## src/design/fcn_pkg.sv

```systemverilog
package fcn_pkg;

   localparam int MaxTaps    = 256;
   localparam int SampleBits = 16;
   localparam int CoefBits   = 16;
   localparam int CountBits  = 9;

   typedef enum logic [1:0] {
      CMD_LOAD_TAP = 2'd0,
      CMD_PUSH     = 2'd1,
      CMD_FLUSH    = 2'd2,
      CMD_CLEAR    = 2'd3
   } cmd_type;

   typedef enum logic [0:0] {
      REG_TAP_COUNT = 1'd0,
      REG_NORMALISE = 1'd1
   } reg_index_type;

   typedef enum logic [2:0] {
      ST_IDLE,
      ST_CLEAR,
      ST_MAC,
      ST_DIV,
      ST_OUT
   } state_type;

   typedef struct packed {
      logic [1:0]              cmd;
      logic [7:0]              tap_index;
      logic signed [15:0]      coefficient;
      logic signed [SampleBits-1:0] sample;
   } req_type;

   typedef struct packed {
      logic signed [SampleBits-1:0] out_sample;
      logic                         saturated;
   } rsp_type;

   typedef struct packed {
      logic start;
      logic dividend_neg;
      logic divisor_neg;
   } div_ctrl_type;

endpackage

```

## src/design/fcn_divider.sv

```systemverilog
// Restoring divider on magnitudes, one quotient bit per cycle; sign applied at the end
// gives truncation toward zero.
module fcn_divider #(
   parameter int NumBits = 48,
   parameter int DenBits = 32
) (
   input  logic                      clock,
   input  logic                      reset,
   input  fcn_pkg::div_ctrl_type     ctrl,
   input  logic [NumBits-1:0]        dividend_mag,
   input  logic [DenBits-1:0]        divisor_mag,
   output logic                      done,
   output logic signed [NumBits:0]   quotient
);
   localparam int CntBits = $clog2(NumBits + 1);

   logic [NumBits-1:0] quo_ff, quo_in;
   logic [DenBits:0]   rem_ff, rem_in;
   logic [DenBits-1:0] den_ff;
   logic [CntBits-1:0] cnt_ff, cnt_in;
   logic               busy_ff, busy_in, neg_ff, neg_in, done_ff, done_in;
   logic [DenBits:0]   trial;

   always_comb begin
      quo_in  = quo_ff;
      rem_in  = rem_ff;
      cnt_in  = cnt_ff;
      busy_in = busy_ff;
      neg_in  = neg_ff;
      done_in = 1'b0;
      trial   = {rem_ff[DenBits-1:0], quo_ff[NumBits-1]};
      if (ctrl.start) begin
         quo_in  = dividend_mag;
         rem_in  = '0;
         cnt_in  = CntBits'(NumBits);
         busy_in = 1'b1;
         neg_in  = ctrl.dividend_neg ^ ctrl.divisor_neg;
      end else if (busy_ff) begin
         if (trial >= {1'b0, den_ff}) begin
            rem_in = trial - {1'b0, den_ff};
            quo_in = {quo_ff[NumBits-2:0], 1'b1};
         end else begin
            rem_in = trial;
            quo_in = {quo_ff[NumBits-2:0], 1'b0};
         end
         cnt_in = cnt_ff - 1'b1;
         if (cnt_ff == CntBits'(1)) begin
            busy_in = 1'b0;
            done_in = 1'b1;
         end
      end
   end

   always_ff @(posedge clock) begin
      if (reset) begin
         busy_ff <= 1'b0;
         done_ff <= 1'b0;
         cnt_ff  <= '0;
      end else begin
         busy_ff <= busy_in;
         done_ff <= done_in;
         cnt_ff  <= cnt_in;
      end
      quo_ff <= quo_in;
      rem_ff <= rem_in;
      neg_ff <= neg_in;
      if (ctrl.start) den_ff <= divisor_mag;
   end

   assign done     = done_ff;
   assign quotient = neg_ff ? -$signed({1'b0, quo_ff}) : $signed({1'b0, quo_ff});
endmodule

```

## config.mk

```make
export PLATFORM = sky130hd
export DESIGN_NAME = fcn_divider
export DESIGN_NICKNAME = d
export VERILOG_FILES = /design/src/design/fcn_pkg.sv /design/src/design/fcn_divider.sv
export SDC_FILE = /design/constraint.sdc
export NUM_CORES = 1
export LEC_CHECK = 0
export BUFFER_PORTS_ARGS = -buffer_cell sky130_fd_sc_hd__buf_2
export CAP_MARGIN = 10
export CORE_MARGIN = 1
export CORE_UTILIZATION = 54
export CTS_BUF_LIST = sky130_fd_sc_hd__clkbuf_8
export CTS_CLUSTER_DIAMETER = 80
export CTS_CLUSTER_SIZE = 10
export DETAILED_ROUTE_END_ITERATION = 8
export PLACE_DENSITY_LB_ADDON = 0.3
export SLEW_MARGIN = 10
export SYNTH_ARGS = -nofsm -noshare
export SYNTH_HDL_FRONTEND = slang
export SYNTH_SLANG_ARGS = --single-unit
```

## constraint.sdc

```tcl
create_clock -name clock -period 11.5 [get_ports clock]
set_clock_uncertainty 0.2 [all_clocks]
set_input_delay 2.3 -clock clock [delete_from_list [all_inputs] [get_ports clock]]
set_output_delay 2.3 -clock clock [all_outputs]
set_load 0.01 [all_outputs]
```

Yosys cells after proc, flatten, opt, wreduce, memory -nomap -nowiden

Index checks and enable logic that the tools add are counted.

Logic and storage cells: 29
Output and inout bits: 50
Register bits after elaboration: 121

Reduce and logical (&&, ||, !) cells: 3
$lt $le $gt $ge: 1
Muxes and demuxes: 11
Add/sub/neg operators: 3
Equality and inequality tests: 1
Bitwise logic cells: 2

Operators by type and width:

| cell                  | count |
|---|---|
| $mux W48              | 2 |
| $mux W49              | 1 |
| $neg A48 Y49          | 1 |
| $ge A33 B32 Y1        | 1 |
| $mux W32              | 1 |
| $sub A32 B32 Y32      | 1 |
| $mux W6               | 2 |
| $eq A6 B1 Y1 const B  | 1 |
| $sub A6 B1 Y6 const B | 1 |
| $mux W1               | 5 |
| $reduce_or A3 Y1      | 1 |
| $reduce_bool A2 Y1    | 1 |
| $reduce_or A2 Y1      | 1 |
| $not A1 Y1            | 1 |
| $xor A1 B1 Y1         | 1 |

Logic depth before layout (Yosys ltp)

Depth after elaboration: 4
Mapped depth: 14
Mapped depth without buffers: 12

Worst setup path after synthesis

OpenSTA, ideal clock, no wires.

Path kind: reg2out
Start point: register quo_ff[35]
End point: output port quotient[47]
Buffers on the path: 0
Path slack: 5.951 ns
Cell stages (with the launch flop): 9
Arrival time: 3.049 ns
Cell sequence: edfxtp_1 or4_4 or3_4 or3_4 or3_4 or3_4 or4_4 o21ai_2 xnor2_1

Word-level cells in the longest chain between the ends: 2

RTL lines:

| element                | line              | RTL |
|---|---|---|
| from (decl)            | fcn_divider.sv:17 | `logic [NumBits-1:0] quo_ff, quo_in;` |
| from (signal assigned) | fcn_divider.sv:64 | `quo_ff <= quo_in;` |
| $neg A48 Y49           | fcn_divider.sv:71 | `assign quotient = neg_ff ? -$signed({1'b0, quo_ff}) : $signed({1'b0, quo_ff});` |
| $mux W49               | fcn_divider.sv:71 |  |
| to (decl)              | fcn_divider.sv:13 | `output logic signed [NumBits:0] quotient` |

Every way passes these cells.

Worst setup path in the final report

Start point: register quo_ff[35]
End point: output port quotient[48]

Same word-level chain as after synthesis.

==> reports/results.ini <==
[status]
status=complete, no violations

[power_and_ir_drop]
internal_power_uw=841
irDropWorstVdd_uv=87.5
p_sw_uw=389
clkPwrFrac_pct=27.9
p_leak_uw=0.00363
swShare_pct=31.6
p_comb_share_pct=27.8
p_per_area_nw_per_um2=142
seq_power_share_pct=44.4

[grt]
overflow=0
busiest_layer=met2
use_met2_pct=38.4
antenna_found_initial=0
grtUsageMet1_pct=29.3
grt_pass1_vias=5728
grt_pass1_wl_mm=26.8
grtUsageTotal_pct=23.4
grt_max_degree=77
use_met3_pct=4.81

[critical_path]
timing.critical_path.mode_cell=or3_4
slowest_stage=or4_4
crit_fanout=4
r2r_slack_ns=7.54
startpoint_type=flip-flop
slowest_delay_ns=0.56
cp.arrival_ns=3.70
reg2reg_to=rem_ff[24]
path_cells=or4_4 > or3_4 > or3_4 > or3_4 > or3_4 > or4_4 > o31a_1 > buf_2
reg2reg_depth=12
reg2reg_from=quo_ff[47]
cpLargestDelayFamily=simple AND/OR/NAND/NOR gates
critPathCaptureType=output pin
required_ns=9.00
crit_type=flip-flop to output pin
path_buf_inv=1

[logic_synthesis]
avgSynthCellArea_um2=10.1
synth_fp_nets=871
syn_area_um2=7540
synth_cell_types=59
ys_ff_latch=121
synth-seq-area-share_pct=42.9
ys.flop_type=edfxtp_1
syn_inst=750
synth_edf_count=81
ys_warn_count=0
async_flop_share_pct=0

[clocking]
cts_buffer_depth=2
clock-sinks=121
clockRootBuffer=clkbuf_8
cts_tree=yes
hold_buffers=0
cts_setup_buffers=0
cts_made_buffers=17
clk_latency_ns=0.46
clk_pin_slew_ns=0.07
h-tree-depth=4
cts_resized=0

[timing]
period_share_pct=53.9
tightestPinTransition_ns=1.13
fin_crit_ns=6.20
rsz0062_at_grt=false
drv_slew=0
finalSetupTns_ns=0
hold_viol=0
setup_viol=0
fmax_ghz=0.161
maxSlewHeadroom_pct=24.9

[hold_path]
worstHoldEndpoint=rem_ff[30]
min_path_cells=2
worstHoldStart=rem_ff[29]
hold_class=flip-flop to flip-flop

[die]
die-area_um2=14400
dieHeight_um=120
row_count=42
initial_utilization_pct=56.1
core-area_um2=13500
io-pin-count=135
die_x_um=120

[placed_design]
routabilityCongestion=0.876
dpl-instance-area_um2=8330
dp_cells=1027
hpwlAfterDp_mm=11.9
io_buffers=134

[job]
cap_violations=0

[detailed_routing]
drt_iter0_drc=365
drt_wl_total_mm=16.4
via_count=6058
firstDrtPassIters=4
drcViolationCount=0
drtAntennaViolNets=0
routed_via_density=5.72
post_drt_wl_per_cell_um=15.5

[layout]
final_cell_mix=133 x buf_2, 81 x edfxtp_1, 66 x nor2_1, 63 x xnor2_1, 52 x nand2_1
design_area_um2=8680
final_common_cell=buf_2
nets=991
diodes=0
fin_cells=1059
drive_above_1_share_pct=25.8
layout-area-overhead-vs-synth_pct=15.1

layout make-up:
class | count | area, um2
multi-input cells | 549 | 4010
fillers | 1131 | 4770
well taps | 176 | 220
repair buffers | 138 | 703
inverters | 43 | 161
clock inverters | 13 | 90.1
flip-flops and latches | 121 | 3230
clock buffers | 19 | 262
power groups by stage:
| stage | Sequential, uW | Combinational (uW) | Clock (uW) |
|---|---|---|---|
| after floorplan | 545 | 246 | 0 |
| after detailed placement | 554 | 340 | 0 |
| after global routing | 551 | 377 | 371 |
| final | 546 | 341 | 343 |
| after CTS | 545 | 341 | 351 |
| after global placement | 551 | 332 | 0 |
cells by family after synthesis:
| logic type | share of synthesized area [%] |
|---|---|
| AND/OR/NAND/NOR | 13.3 |
| AO/OA/AOI/OAI | 14.6 |
| flip-flops | 42.9 |
| buffers and inverters | 4.07 |
| XOR/XNOR | 9.06 |
| multiplexers | 10.0 |
| adder cells (fa/ha/maj) | 6.07 |
tightest hold or removal path, delay by kind of cell, from the launching register on:
kind	cells	cell delay (ns)
AO/OA/AOI/OAI	1	0.07
AND/OR/NAND/NOR	1	0.06
flip-flops	1	0.33
worst max path at each step:
stage | start | end | slack (ns) | cells past startpoint
2_1_floorplan | quo_ff[35] | quotient[47] | 5.95 | 8
3_3_place_gp | quo_ff[35] | quotient[47] | 5.82 | 9
3_5_place_dp | quo_ff[35] | quotient[48] | 5.79 | 8
4_1_cts | quo_ff[35] | quotient[48] | 5.27 | 8
5_1_grt | quo_ff[8] | quotient[46] | 5.14 | 8
6_report | quo_ff[35] | quotient[48] | 5.30 | 8
registers in the layout, indices dropped and copies added (netlist names):
name,count
neg_ff,1
den_ff,32
done,1
busy_ff,1
rem_ff,32
cnt_ff,6
quo_ff,48
metrics by stage:
step,setup WS [ns],power (uW),utilization (%),hold WS [ns]
2_1_floorplan,5.95,790,-,0.269
3_3_place_gp,5.82,883,61.9,0.286
3_5_place_dp,5.79,894,61.9,0.299
4_1_cts,5.27,1240,64.5,0.309
5_1_grt,5.14,1300,64.5,0.326
6_report,5.30,1230,64.5,0.302
synth_stat cells, types with 3 or more instances:
cell type  instances  area share, %
nor4_1             7           0.58
or2_2              3           0.25
nor4b_1            3           0.35
nand2b_1           8           0.66
o21a_1             3           0.30
clkbuf_1          32            1.6
or4_1              4           0.40
a211oi_1          31            3.1
nor2_1            66            3.3
edfxtp_1          81             32
o41ai_1            7           0.81
and2_1             3           0.25
nand3_1           12           0.80
o21ai_0           32            2.1
a311oi_1           6           0.70
nand4_1            6           0.50
o211ai_1           4           0.40
o31ai_1           18            1.8
nor2b_1            4           0.33
o21ai_1            3           0.20
xor2_1            15            1.7
and3_1             3           0.25
inv_1             43            2.1
a21o_1             5           0.50
o31a_1             3           0.35
ha_1              35            5.8
xnor2_1           63            7.3
nand3b_1           4           0.40
a31oi_1            4           0.33
or3_1              3           0.25
mux2i_1           25            3.3
a21oi_1           30            2.0
or3_4              4           0.60
nand2_1           52            2.6
nor3_1            11           0.73
mux2_2            45            6.7
dfxtp_1           40             11
layer usage:
metal	vias up	routed length, um	share of wire (%)
met5	-	0	0
met4	0	399	2.4
met3	37	878	5.3
met2	191	7750	47
met1	2835	7420	45
li1	2995	-	-
Power figures use the tool's default switching activity.
